<file path="src/rtl/gha_pkg.sv">
package gha_pkg;

   // default build parameters
   localparam int AVG_DEPTH_DEF   = 100;
   localparam int SAMPLE_BITS_DEF = 12;
   localparam int KEY_COUNT_DEF   = 4;

   // widest key pattern the code compare supports
   localparam int KEY_MAX = 8;

   // register field widths
   localparam int LIMIT_W   = 20;
   localparam int BLINK_W   = 10;
   localparam int CODE_W    = 4;
   localparam int ATTEMPT_W = 3;
   localparam int FAIL_W    = 3;

   // register port
   localparam int CSR_INDEX_W = 3;
   localparam int CSR_DATA_W  = 20;

   localparam logic [CSR_INDEX_W-1:0] CSR_OVER_TEMP_LIMIT = 3'd0;
   localparam logic [CSR_INDEX_W-1:0] CSR_GAS_BLINK       = 3'd1;
   localparam logic [CSR_INDEX_W-1:0] CSR_HEAT_BLINK      = 3'd2;
   localparam logic [CSR_INDEX_W-1:0] CSR_BOTH_BLINK      = 3'd3;
   localparam logic [CSR_INDEX_W-1:0] CSR_UNLOCK_CODE     = 3'd4;
   localparam logic [CSR_INDEX_W-1:0] CSR_ATTEMPT_LIMIT   = 3'd5;

   // register reset values (limit is 50 C averaged over 100 samples)
   localparam logic [LIMIT_W-1:0]   OVER_TEMP_LIMIT_RST = 20'd62045;
   localparam logic [BLINK_W-1:0]   GAS_BLINK_RST       = 10'd100;
   localparam logic [BLINK_W-1:0]   HEAT_BLINK_RST      = 10'd50;
   localparam logic [BLINK_W-1:0]   BOTH_BLINK_RST      = 10'd10;
   localparam logic [CODE_W-1:0]    UNLOCK_CODE_RST     = 4'd3;
   localparam logic [ATTEMPT_W-1:0] ATTEMPT_LIMIT_RST   = 3'd5;

   // blink counter saturates here
   localparam logic [BLINK_W-1:0] BLINK_MAX = '1;

   // configuration as seen by the alarm logic
   typedef struct packed {
      logic [LIMIT_W-1:0]   over_temp_sum_limit;
      logic [BLINK_W-1:0]   gas_blink_ticks;
      logic [BLINK_W-1:0]   heat_blink_ticks;
      logic [BLINK_W-1:0]   both_blink_ticks;
      logic [CODE_W-1:0]    unlock_code;
      logic [ATTEMPT_W-1:0] attempt_limit;
   } csr_type;

   // pipeline transfer strobes
   typedef struct packed {
      logic accept;   // input transfer, ring read issued
      logic adv_b;    // averaging stage moves into the alarm stage
      logic adv_c;    // alarm stage updates state and loads the result
   } pipe_en_type;

endpackage

</file>
<file path="src/rtl/gha_avg.sv">
module gha_avg
   import gha_pkg::*;
#(
   parameter int AVG_DEPTH   = AVG_DEPTH_DEF,
   parameter int SAMPLE_BITS = SAMPLE_BITS_DEF,
   parameter int KEY_COUNT   = KEY_COUNT_DEF,
   parameter int SUM_W       = SAMPLE_BITS + $clog2(AVG_DEPTH)
) (
   input  logic                   clock,
   input  logic                   reset,
   input  pipe_en_type            pipe,
   input  logic [SAMPLE_BITS-1:0] req_temp_sample,
   input  logic                   req_gas_line,
   input  logic                   req_test_button,
   input  logic [KEY_COUNT-1:0]   req_keys,
   input  logic                   req_enter_key,
   output logic                   b_gas_line,
   output logic                   b_test_button,
   output logic [KEY_COUNT-1:0]   b_keys,
   output logic                   b_enter_key,
   output logic [SUM_W-1:0]       sum
);

   localparam int POS_W = $clog2(AVG_DEPTH);
   localparam logic [POS_W-1:0] POS_LAST = POS_W'(AVG_DEPTH - 1);
   localparam logic [SUM_W-1:0] SUM_MAX =
      SUM_W'(AVG_DEPTH * ((1 << SAMPLE_BITS) - 1));

   // sample ring, one read and one write port: read at transfer, written back a stage later
   logic [SAMPLE_BITS-1:0] ring_mem [AVG_DEPTH];

   logic [POS_W-1:0]       ring_pos_ff, ring_pos_in;
   logic                   ring_full_ff;
   logic [SAMPLE_BITS-1:0] rd_data_ff;
   logic [SAMPLE_BITS-1:0] sample_b_ff;
   logic [POS_W-1:0]       addr_b_ff;
   logic                   full_b_ff;
   logic                   gas_b_ff, test_b_ff, enter_b_ff;
   logic [KEY_COUNT-1:0]   keys_b_ff;
   logic [SUM_W-1:0]       sum_ff, sum_in;
   logic [SAMPLE_BITS-1:0] old_sample;

   // write position walks the ring
   assign ring_pos_in = (ring_pos_ff == POS_LAST) ? '0 : ring_pos_ff + POS_W'(1);

   always_ff @(posedge clock) begin
      if (reset) begin
         ring_pos_ff  <= '0;
         ring_full_ff <= 1'b0;
      end else if (pipe.accept) begin
         ring_pos_ff <= ring_pos_in;
         if (ring_pos_ff == POS_LAST) begin
            ring_full_ff <= 1'b1;
         end
      end
   end

   // ring memory: read old entry on transfer, write new sample on advance
   always_ff @(posedge clock) begin
      if (pipe.accept) begin
         rd_data_ff <= ring_mem[ring_pos_ff];
      end
      if (pipe.adv_b) begin
         ring_mem[addr_b_ff] <= sample_b_ff;
      end
   end

   // stage B payload
   always_ff @(posedge clock) begin
      if (pipe.accept) begin
         sample_b_ff <= req_temp_sample;
         addr_b_ff   <= ring_pos_ff;
         full_b_ff   <= ring_full_ff;
         gas_b_ff    <= req_gas_line;
         test_b_ff   <= req_test_button;
         keys_b_ff   <= req_keys;
         enter_b_ff  <= req_enter_key;
      end
   end

   // entries not yet written since reset count as zero
   assign old_sample = full_b_ff ? rd_data_ff : '0;
   assign sum_in     = sum_ff + SUM_W'(sample_b_ff) - SUM_W'(old_sample);

   always_ff @(posedge clock) begin
      if (reset) begin
         sum_ff <= '0;
      end else if (pipe.adv_b) begin
         sum_ff <= sum_in;
      end
   end

   assign b_gas_line    = gas_b_ff;
   assign b_test_button = test_b_ff;
   assign b_keys        = keys_b_ff;
   assign b_enter_key   = enter_b_ff;
   assign sum           = sum_ff;

`ifndef ASSERT_OFF
   a_pos_range: assert property (@(posedge clock) disable iff (reset)
      ring_pos_ff <= POS_LAST)
      else $error("ring position beyond ring depth");

   a_full_at_wrap: assert property (@(posedge clock) disable iff (reset)
      $rose(ring_full_ff) |-> ring_pos_ff == '0)
      else $error("ring marked full away from the wrap point");

   a_sum_bound: assert property (@(posedge clock) disable iff (reset)
      sum_ff <= SUM_MAX)
      else $error("running sum exceeds a full ring of maximum samples");
`endif

endmodule

</file>
<file path="src/rtl/gha_ctrl.sv">
module gha_ctrl
   import gha_pkg::*;
#(
   parameter int KEY_COUNT = KEY_COUNT_DEF,
   parameter int SUM_W     = SAMPLE_BITS_DEF + $clog2(AVG_DEPTH_DEF)
) (
   input  logic                 clock,
   input  logic                 reset,
   input  pipe_en_type          pipe,
   input  csr_type              csr,
   input  logic                 b_gas_line,
   input  logic                 b_test_button,
   input  logic [KEY_COUNT-1:0] b_keys,
   input  logic                 b_enter_key,
   input  logic [SUM_W-1:0]     sum,
   output logic                 rsp_siren_on,
   output logic                 rsp_blink_led,
   output logic                 rsp_wrong_code_led,
   output logic                 rsp_locked_led,
   output logic                 rsp_over_temp,
   output logic                 rsp_alarm_active
);

   localparam int CMP_W = (SUM_W > LIMIT_W) ? SUM_W : LIMIT_W;

   // stage C payload
   logic                 gas_line_c_ff, test_c_ff, enter_c_ff;
   logic [KEY_COUNT-1:0] keys_c_ff;

   // alarm and lock state
   logic               alarm_ff, alarm_in;
   logic               gas_lat_ff, gas_lat_in;
   logic               heat_lat_ff, heat_lat_in;
   logic [BLINK_W-1:0] blink_ff, blink_in;
   logic               phase_ff, phase_in;
   logic               siren_ff, siren_in;
   logic               err_ff, err_in;
   logic               lock_ff, lock_in;
   logic [FAIL_W-1:0]  fail_ff, fail_in;

   // result register
   logic rsp_siren_ff, rsp_phase_ff, rsp_err_ff, rsp_lock_ff, rsp_over_ff, rsp_alarm_ff;

   logic               over, gas, alarm_mid;
   logic               gas_cause, heat_cause;
   logic [BLINK_W-1:0] blink_up, period;
   logic [KEY_MAX-1:0] code_ext;
   logic [KEY_COUNT-1:0] code_k;

   always_ff @(posedge clock) begin
      if (pipe.adv_b) begin
         gas_line_c_ff <= b_gas_line;
         test_c_ff     <= b_test_button;
         keys_c_ff     <= b_keys;
         enter_c_ff    <= b_enter_key;
      end
   end

   // sum in the register is this item's sum while it sits in stage C
   assign over     = CMP_W'(sum) > CMP_W'(csr.over_temp_sum_limit);
   assign gas      = ~gas_line_c_ff;
   assign code_ext = KEY_MAX'(csr.unlock_code);
   assign code_k   = code_ext[KEY_COUNT-1:0];
   assign blink_up = (blink_ff < BLINK_MAX) ? blink_ff + BLINK_W'(1) : blink_ff;

   // causes latched by this tick
   assign gas_cause  = gas_lat_ff | gas | test_c_ff;
   assign heat_cause = heat_lat_ff | over | test_c_ff;

   // blink period from the latched causes
   always_comb begin
      if (gas_cause && heat_cause) begin
         period = csr.both_blink_ticks;
      end else if (gas_cause) begin
         period = csr.gas_blink_ticks;
      end else begin
         period = csr.heat_blink_ticks;
      end
   end

   // alarm part, then code part
   always_comb begin
      alarm_mid   = alarm_ff | gas | over | test_c_ff;
      gas_lat_in  = gas_cause;
      heat_lat_in = heat_cause;
      blink_in    = blink_ff;
      phase_in    = phase_ff;
      siren_in    = siren_ff;
      if (alarm_mid) begin
         siren_in = 1'b1;
         blink_in = blink_up;
         if ((gas_cause || heat_cause) && blink_up >= period) begin
            blink_in = '0;
            phase_in = ~phase_ff;
         end
      end else begin
         phase_in    = 1'b0;
         gas_lat_in  = 1'b0;
         heat_lat_in = 1'b0;
         siren_in    = 1'b0;
      end

      alarm_in = alarm_mid;
      err_in   = err_ff;
      fail_in  = fail_ff;
      lock_in  = lock_ff;
      if (fail_ff < csr.attempt_limit) begin
         if ((&keys_c_ff) && !enter_c_ff) begin
            err_in = 1'b0;
         end
         if (enter_c_ff && !err_ff && alarm_mid) begin
            if (keys_c_ff == code_k) begin
               alarm_in = 1'b0;
               fail_in  = '0;
            end else begin
               err_in  = 1'b1;
               fail_in = fail_ff + FAIL_W'(1);
            end
         end
      end else begin
         lock_in = 1'b1;
      end
   end

   always_ff @(posedge clock) begin
      if (reset) begin
         alarm_ff    <= 1'b0;
         gas_lat_ff  <= 1'b0;
         heat_lat_ff <= 1'b0;
         blink_ff    <= '0;
         phase_ff    <= 1'b0;
         siren_ff    <= 1'b0;
         err_ff      <= 1'b0;
         lock_ff     <= 1'b0;
         fail_ff     <= '0;
      end else if (pipe.adv_c) begin
         alarm_ff    <= alarm_in;
         gas_lat_ff  <= gas_lat_in;
         heat_lat_ff <= heat_lat_in;
         blink_ff    <= blink_in;
         phase_ff    <= phase_in;
         siren_ff    <= siren_in;
         err_ff      <= err_in;
         lock_ff     <= lock_in;
         fail_ff     <= fail_in;
      end
   end

   // result register, held while the consumer stalls
   always_ff @(posedge clock) begin
      if (pipe.adv_c) begin
         rsp_siren_ff <= siren_in;
         rsp_phase_ff <= phase_in;
         rsp_err_ff   <= err_in;
         rsp_lock_ff  <= lock_in;
         rsp_over_ff  <= over;
         rsp_alarm_ff <= alarm_in;
      end
   end

   assign rsp_siren_on       = rsp_siren_ff;
   assign rsp_blink_led      = rsp_phase_ff;
   assign rsp_wrong_code_led = rsp_err_ff;
   assign rsp_locked_led     = rsp_lock_ff;
   assign rsp_over_temp      = rsp_over_ff;
   assign rsp_alarm_active   = rsp_alarm_ff;

`ifndef ASSERT_OFF
   a_lock_sticky: assert property (@(posedge clock) disable iff (reset)
      lock_ff |=> lock_ff)
      else $error("lock released without reset");

   a_alarm_has_cause: assert property (@(posedge clock) disable iff (reset)
      alarm_ff |-> (gas_lat_ff || heat_lat_ff))
      else $error("alarm set with no cause latched");

   a_alarm_siren: assert property (@(posedge clock) disable iff (reset)
      $past(pipe.adv_c) && alarm_ff |-> siren_ff)
      else $error("alarm active without siren");
`endif

endmodule

</file>
<file path="src/rtl/gas_heat_alarm_with_code_lock_unit.sv">
// Result path: the input transfer issues the ring read, then the sum update, then the
//   result register raises rsp_valid; rsp_stall can hold the pipe between these steps.
// Throughput: one tick per cycle unless rsp_stall holds the pipe; the ring RAM is read
//   at the input transfer and the same entry is written back as the tick leaves the
//   averaging stage, always at a different address than the next tick reads.
// Reset: synchronous; clears alarm, lock and counter state, the running sum
//   and the ring fill flag, and loads the register defaults. No clearing pass.
module gas_heat_alarm_with_code_lock_unit
   import gha_pkg::*;
#(
   parameter int AVG_DEPTH   = AVG_DEPTH_DEF,
   parameter int SAMPLE_BITS = SAMPLE_BITS_DEF,
   parameter int KEY_COUNT   = KEY_COUNT_DEF
) (
   input  logic                   clock,
   input  logic                   reset,
   input  logic                   csr_write_en,
   input  logic [CSR_INDEX_W-1:0] csr_index,
   input  logic [CSR_DATA_W-1:0]  csr_wdata,
   input  logic                   req_valid,
   output logic                   req_stall,
   input  logic [SAMPLE_BITS-1:0] req_temp_sample,
   input  logic                   req_gas_line,
   input  logic                   req_test_button,
   input  logic [KEY_COUNT-1:0]   req_keys,
   input  logic                   req_enter_key,
   output logic                   rsp_valid,
   input  logic                   rsp_stall,
   output logic                   rsp_siren_on,
   output logic                   rsp_blink_led,
   output logic                   rsp_wrong_code_led,
   output logic                   rsp_locked_led,
   output logic                   rsp_over_temp,
   output logic                   rsp_alarm_active
);

   localparam int SUM_W = SAMPLE_BITS + $clog2(AVG_DEPTH);

   csr_type     csr_ff;
   pipe_en_type pipe;

   logic valid_b_ff, valid_c_ff, rsp_valid_ff;
   logic en_out, en_c, en_b;

   logic                 b_gas_line, b_test_button, b_enter_key;
   logic [KEY_COUNT-1:0] b_keys;
   logic [SUM_W-1:0]     sum;

   // configuration registers
   always_ff @(posedge clock) begin
      if (reset) begin
         csr_ff.over_temp_sum_limit <= OVER_TEMP_LIMIT_RST;
         csr_ff.gas_blink_ticks     <= GAS_BLINK_RST;
         csr_ff.heat_blink_ticks    <= HEAT_BLINK_RST;
         csr_ff.both_blink_ticks    <= BOTH_BLINK_RST;
         csr_ff.unlock_code         <= UNLOCK_CODE_RST;
         csr_ff.attempt_limit       <= ATTEMPT_LIMIT_RST;
      end else if (csr_write_en) begin
         unique case (csr_index)
            CSR_OVER_TEMP_LIMIT: csr_ff.over_temp_sum_limit <= csr_wdata[LIMIT_W-1:0];
            CSR_GAS_BLINK:       csr_ff.gas_blink_ticks     <= csr_wdata[BLINK_W-1:0];
            CSR_HEAT_BLINK:      csr_ff.heat_blink_ticks    <= csr_wdata[BLINK_W-1:0];
            CSR_BOTH_BLINK:      csr_ff.both_blink_ticks    <= csr_wdata[BLINK_W-1:0];
            CSR_UNLOCK_CODE:     csr_ff.unlock_code         <= csr_wdata[CODE_W-1:0];
            CSR_ATTEMPT_LIMIT:   csr_ff.attempt_limit       <= csr_wdata[ATTEMPT_W-1:0];
            default: ;
         endcase
      end
   end

   // stage enables: a stage moves when the next one is empty or moving
   assign en_out    = ~rsp_valid_ff | ~rsp_stall;
   assign en_c      = ~valid_c_ff | en_out;
   assign en_b      = ~valid_b_ff | en_c;
   assign req_stall = ~en_b;

   assign pipe.accept = req_valid & en_b;
   assign pipe.adv_b  = valid_b_ff & en_c;
   assign pipe.adv_c  = valid_c_ff & en_out;

   always_ff @(posedge clock) begin
      if (reset) begin
         valid_b_ff   <= 1'b0;
         valid_c_ff   <= 1'b0;
         rsp_valid_ff <= 1'b0;
      end else begin
         if (en_b) begin
            valid_b_ff <= pipe.accept;
         end
         if (en_c) begin
            valid_c_ff <= valid_b_ff;
         end
         if (en_out) begin
            rsp_valid_ff <= valid_c_ff;
         end
      end
   end

   assign rsp_valid = rsp_valid_ff;

   gha_avg #(
      .AVG_DEPTH   (AVG_DEPTH),
      .SAMPLE_BITS (SAMPLE_BITS),
      .KEY_COUNT   (KEY_COUNT),
      .SUM_W       (SUM_W)
   ) u_avg (
      .clock           (clock),
      .reset           (reset),
      .pipe            (pipe),
      .req_temp_sample (req_temp_sample),
      .req_gas_line    (req_gas_line),
      .req_test_button (req_test_button),
      .req_keys        (req_keys),
      .req_enter_key   (req_enter_key),
      .b_gas_line      (b_gas_line),
      .b_test_button   (b_test_button),
      .b_keys          (b_keys),
      .b_enter_key     (b_enter_key),
      .sum             (sum)
   );

   gha_ctrl #(
      .KEY_COUNT (KEY_COUNT),
      .SUM_W     (SUM_W)
   ) u_ctrl (
      .clock              (clock),
      .reset              (reset),
      .pipe               (pipe),
      .csr                (csr_ff),
      .b_gas_line         (b_gas_line),
      .b_test_button      (b_test_button),
      .b_keys             (b_keys),
      .b_enter_key        (b_enter_key),
      .sum                (sum),
      .rsp_siren_on       (rsp_siren_on),
      .rsp_blink_led      (rsp_blink_led),
      .rsp_wrong_code_led (rsp_wrong_code_led),
      .rsp_locked_led     (rsp_locked_led),
      .rsp_over_temp      (rsp_over_temp),
      .rsp_alarm_active   (rsp_alarm_active)
   );

`ifndef ASSERT_OFF
   a_result_follows: assert property (@(posedge clock) disable iff (reset)
      pipe.adv_c |=> rsp_valid_ff)
      else $error("alarm stage transfer lost before the result register");

   a_b_fed: assert property (@(posedge clock) disable iff (reset)
      pipe.accept |=> valid_b_ff)
      else $error("input transfer not captured in the averaging stage");

   a_c_fed: assert property (@(posedge clock) disable iff (reset)
      pipe.adv_b |=> valid_c_ff)
      else $error("averaging stage transfer lost before the alarm stage");
`endif

endmodule
</file>
<file path="config.mk">
export PLATFORM = sky130hd
export DESIGN_NAME = gas_heat_alarm_with_code_lock_unit
export DESIGN_NICKNAME = d
export VERILOG_FILES = /design/src/rtl/gha_pkg.sv /design/src/rtl/gha_avg.sv /design/src/rtl/gha_ctrl.sv /design/src/rtl/gas_heat_alarm_with_code_lock_unit.sv
export SDC_FILE = /design/constraint.sdc
export NUM_CORES = 2
export LEC_CHECK = 0
export BUFFER_PORTS_ARGS = -buffer_cell sky130_fd_sc_hd__buf_2
export CAP_MARGIN = 20
export CORE_ASPECT_RATIO = 2
export CORE_MARGIN = 4
export CORE_UTILIZATION = 35
export DETAILED_ROUTE_END_ITERATION = 6
export GPL_ROUTABILITY_DRIVEN = 0
export GPL_TIMING_DRIVEN = 0
export PLACE_DENSITY_LB_ADDON = 0.1
export REMOVE_ABC_BUFFERS = 1
export SLEW_MARGIN = 20
export SYNTH_ARGS = -nofsm -noshare
export SYNTH_HDL_FRONTEND = slang
export SYNTH_SLANG_ARGS = --single-unit
</file>
<file path="constraint.sdc">
create_clock -name clock -period 7.1 [get_ports clock]
set_clock_uncertainty 0.15 [all_clocks]
set_input_delay 0.71 -clock clock [delete_from_list [all_inputs] [get_ports clock]]
set_output_delay 0.71 -clock clock [all_outputs]
set_load 0.1 [all_outputs]
</file>
==> flow_summary.yaml <==
worst_setup_path:
  worstReg2RegStart: "csr_ff[51]"
  cp.arrival_ns: 5.98
  critPathBufInv: 1
  slowest_stage: "nor4_1"
  cp_top_family: "compound AO/OA/AOI/OAI gates"
  worstReg2RegEnd: "u_ctrl.rsp_blink_led"
  cp_data_required_time_ns: 7.41
  ff2ff_path_depth: 19
  crit_type: "flip-flop to flip-flop"
  slowest_delay_ns: 0.63
  crit_fanout: 15
  startpoint_type: "flip-flop"
  ff2ff_setup_slack_ns: 1.43
  end_kind: "flip-flop"
  path_cells: "inv_1 -> ha_1 -> nand4_1 -> nor4_1 -> a21boi_1 -> nor2_1 -> a31oi_4 -> mux2i_1 -> nor2_1 -> a21oi_1 -> ha_1 -> a21o_1 -> a2111oi_0 -> o21ai_0 -> a31oi_1 -> nor2b_1 -> o32ai_4 -> xnor2_1 -> and2_1"
timing:
  hold_viol: 0
  setup_viol: 0
  timing.final.crit_share: 0.799
  tightest_slew_ns: 1.01
  worst_hold_slack_ns: 0.0892
  max_freq_ghz: 0.176
  drv_slew: 0
  rsz0062_at_grt: "false"
  timing.slew.headroom: 0.309
  post-route-min-period_ns: 5.67
  fin_tns_setup_ns: 0
global_routing:
  grt_pass1_wl_um: 195000
  grt_max_degree: 66
  antenna_found_initial: 2
  grt_util_all_layers: 0.165
  grt_pass1_vias: 28100
  overflow: 0
logic_synthesis:
  async_flop_share: 0
  synthTopCellsByArea: "edfxtp_1 (69%), mux4_2 (15%), dfxtp_1 (3.9%)"
  syn-cell-area_mm2: 0.0542
  synthCells: 2784
  ys_ff_latch: 1358
  yosysTopAreaCell: "edfxtp_1"
  synth_most_common_cell: "edfxtp_1"
  synth_top_area_frac: 0.694
  synth_cell_types: 60
  ys_top_cells_by_count: "edfxtp_1 (1,252), mux4_2 (372), nor2_1 (173)"
  synth_warnings: 0
  synth_ff_type: "edfxtp_1"
  synth-edff-count: 1252
  ys_seq_area_frac: 0.733
  avgSynthCellArea_um2: 19.5
hold_path:
  min_from: "csr_wdata[11]"
  min_path_cells: 3
  hp-class: "input pin to flip-flop"
  holdPathEnd: "csr_ff[48]"
detailed_routing:
  drt_first_pass_iters: 5
  drt-initial-drc-count: 1806
  ant_nets: 0
  wl_um: 133000
  vias: 26100
  wl_per_cell_um: 26.0
  vias_per_cell: 5.10
  drc: 0
cts:
  cts.sinks: 1358
  ctsRootBufferMaster: "clkbuf_16"
  htree_levels: 3
  clockBufferDepth: 3
  clkLatencyLatePin_ns: 0.71
  cts_resized: 0
  cts_tree: "yes"
  numCtsBuffers: 117
  clk_pin_slew_ns: 0.07
floorplanning:
  die_y_um: 564
  die_x_um: 286
  die_area_mm2: 0.161
  start_util: 0.353
  ios: 55
  core_area_mm2: 0.153
  num_rows: 203
power_and_ir_drop:
  p_sw_mw: 3.92
  power.share.clock: 0.394
  seqPwrFrac: 0.512
  power_frac_comb: 0.093
  switching_share: 0.225
  ir_drop_v: 0.000184
  leakage_nw: 19.6
  power_mw: 17.4
  p_int_mw: 13.5
  powerDensity_mw_per_mm2: 275
cells_and_area:
  syn_to_final_growth_pct: 16.6
  final_util: 0.412
  drive_above_1_share: 0.281
  fill_cells: 13600
  stdcell_count: 5115
  num-nets-final: 3073
placed_design:
  dp.cells: 4869
  dp_hpwl_um: 94400
  io_buffers: 54
job:
  cap_violations: 0
outcome:
  outcome: "finished clean"
==> layer usage <==
layer / share of wire / wire [um] / track usage
met1: 0.35 / 46400 / 0.176
met2: 0.58 / 77300 / 0.328
met3: 0.033 / 4460 / 0.0186
met4: 0.037 / 4980 / 0.0610
met5: 0 / 0 / 0
==> flip-flops by register name, indices dropped and copies added, names as in the netlist, 7 cells and up <==
register	cells
csr_ff	57
u_avg.addr_b_ff	7
u_avg.rd_data_ff	12
u_avg.ring_mem	1200
u_avg.ring_pos_ff	7
u_avg.sample_b_ff	12
u_avg.sum	19
u_ctrl.blink_ff	10
==> per-stage QoR <==
step	instance area (um^2)	worst slack [ns]
2_1_floorplan	53600	-7.14
3_3_place_gp	56400	-14.33
3_5_place_dp	58800	1.39
4_1_cts	63100	1.36
5_1_grt	63100	1.16
6_report	63200	1.43
==> worst max-delay path by stage <==
stage / endpoint / cells past startpoint / slack, ns / from
finish: u_ctrl.rsp_blink_led / 19 / 1.43 / csr_ff[51]
global route: u_ctrl.rsp_blink_led / 19 / 1.16 / csr_ff[51]
CTS: u_ctrl.rsp_blink_led / 19 / 1.36 / csr_ff[51]
detailed placement: u_ctrl.rsp_blink_led / 19 / 1.39 / csr_ff[51]
global placement: u_avg.rd_data_ff[11] / 6 / -14.33 / u_avg.ring_pos_ff[0]
floorplan: u_avg.rd_data_ff[10] / 6 / -7.14 / u_avg.ring_pos_ff[0]
==> worst register-to-register path, cell delays in order (launching register included) <==
cell and delay, ns:
dfxtp_1 0.31, inv_1 0.06, ha_1 0.32, nand4_1 0.15, nor4_1 0.63, a21boi_1 0.28
nor2_1 0.11, a31oi_4 0.62, mux2i_1 0.27, nor2_1 0.06, a21oi_1 0.34, ha_1 0.32
a21o_1 0.19, a2111oi_0 0.40, o21ai_0 0.16, a31oi_1 0.18, nor2b_1 0.09, o32ai_4 0.44
xnor2_1 0.15, and2_1 0.19
==> logic make-up after synthesis <==
logic type                 synth area share
muxes                                 0.165
and+or+nand+nor                      0.0394
xor gates and xnor gates            0.00388
DFF                                   0.733
buffers and inverters                0.0173
AOI/OAI and AO/OA                    0.0249
adders and majority gates            0.0167
==> placed cells by master (no fill, tap or decap), types with 29 or more instances in the layout <==
| cell | netlist | final |
|---|---|---|
| mux2i_1 | 51 | 51 |
| nand3_1 | 31 | 29 |
| clkbuf_16 | 0 | 119 |
| edfxtp_1 | 1252 | 1252 |
| nor2_1 | 173 | 71 |
| buf_8 | 0 | 45 |
| buf_6 | 2 | 31 |
| dfxtp_1 | 106 | 100 |
| mux4_2 | 372 | 372 |
| ha_1 | 53 | 53 |
| buf_2 | 30 | 53 |
| nor2_2 | 0 | 101 |
| a21oi_1 | 90 | 90 |
| nand2_1 | 169 | 168 |
| inv_1 | 88 | 87 |
==> power by group through the flow <==
stage          logic, mW  clock network, mW  registers, mW
6_report            1.62               6.86           8.91
5_1_grt             1.76               7.38           8.92
4_1_cts             1.66               7.08           8.92
3_5_place_dp        1.65                  0           9.09
3_3_place_gp        1.63                  0           9.44
2_1_floorplan       1.13                  0           9.27
==> timing repair <==
| action | in CTS | in global routing |
|---|---|---|
| endpoints found under the hold margin | 23 | 0 |
| endpoints found under the setup margin | 0 | 0 |
| hold buffers | 23 | 0 |
| buffers inserted | 0 | 0 |
==> final cells by class <==
class / instances / area, um^2 / area share
diodes: 2 / 5.00 / 0.0000793
clock buffers: 133 / 3030 / 0.0480
clock inverters: 88 / 1080 / 0.0171
inverters: 88 / 330 / 0.00523
multi-input cells: 1199 / 13800 / 0.218
flip-flops and latches: 1358 / 39700 / 0.629
well taps: 2050 / 2560 / 0.0406
repair buffers: 197 / 2620 / 0.0415
(Power assumes the default switching activity.)
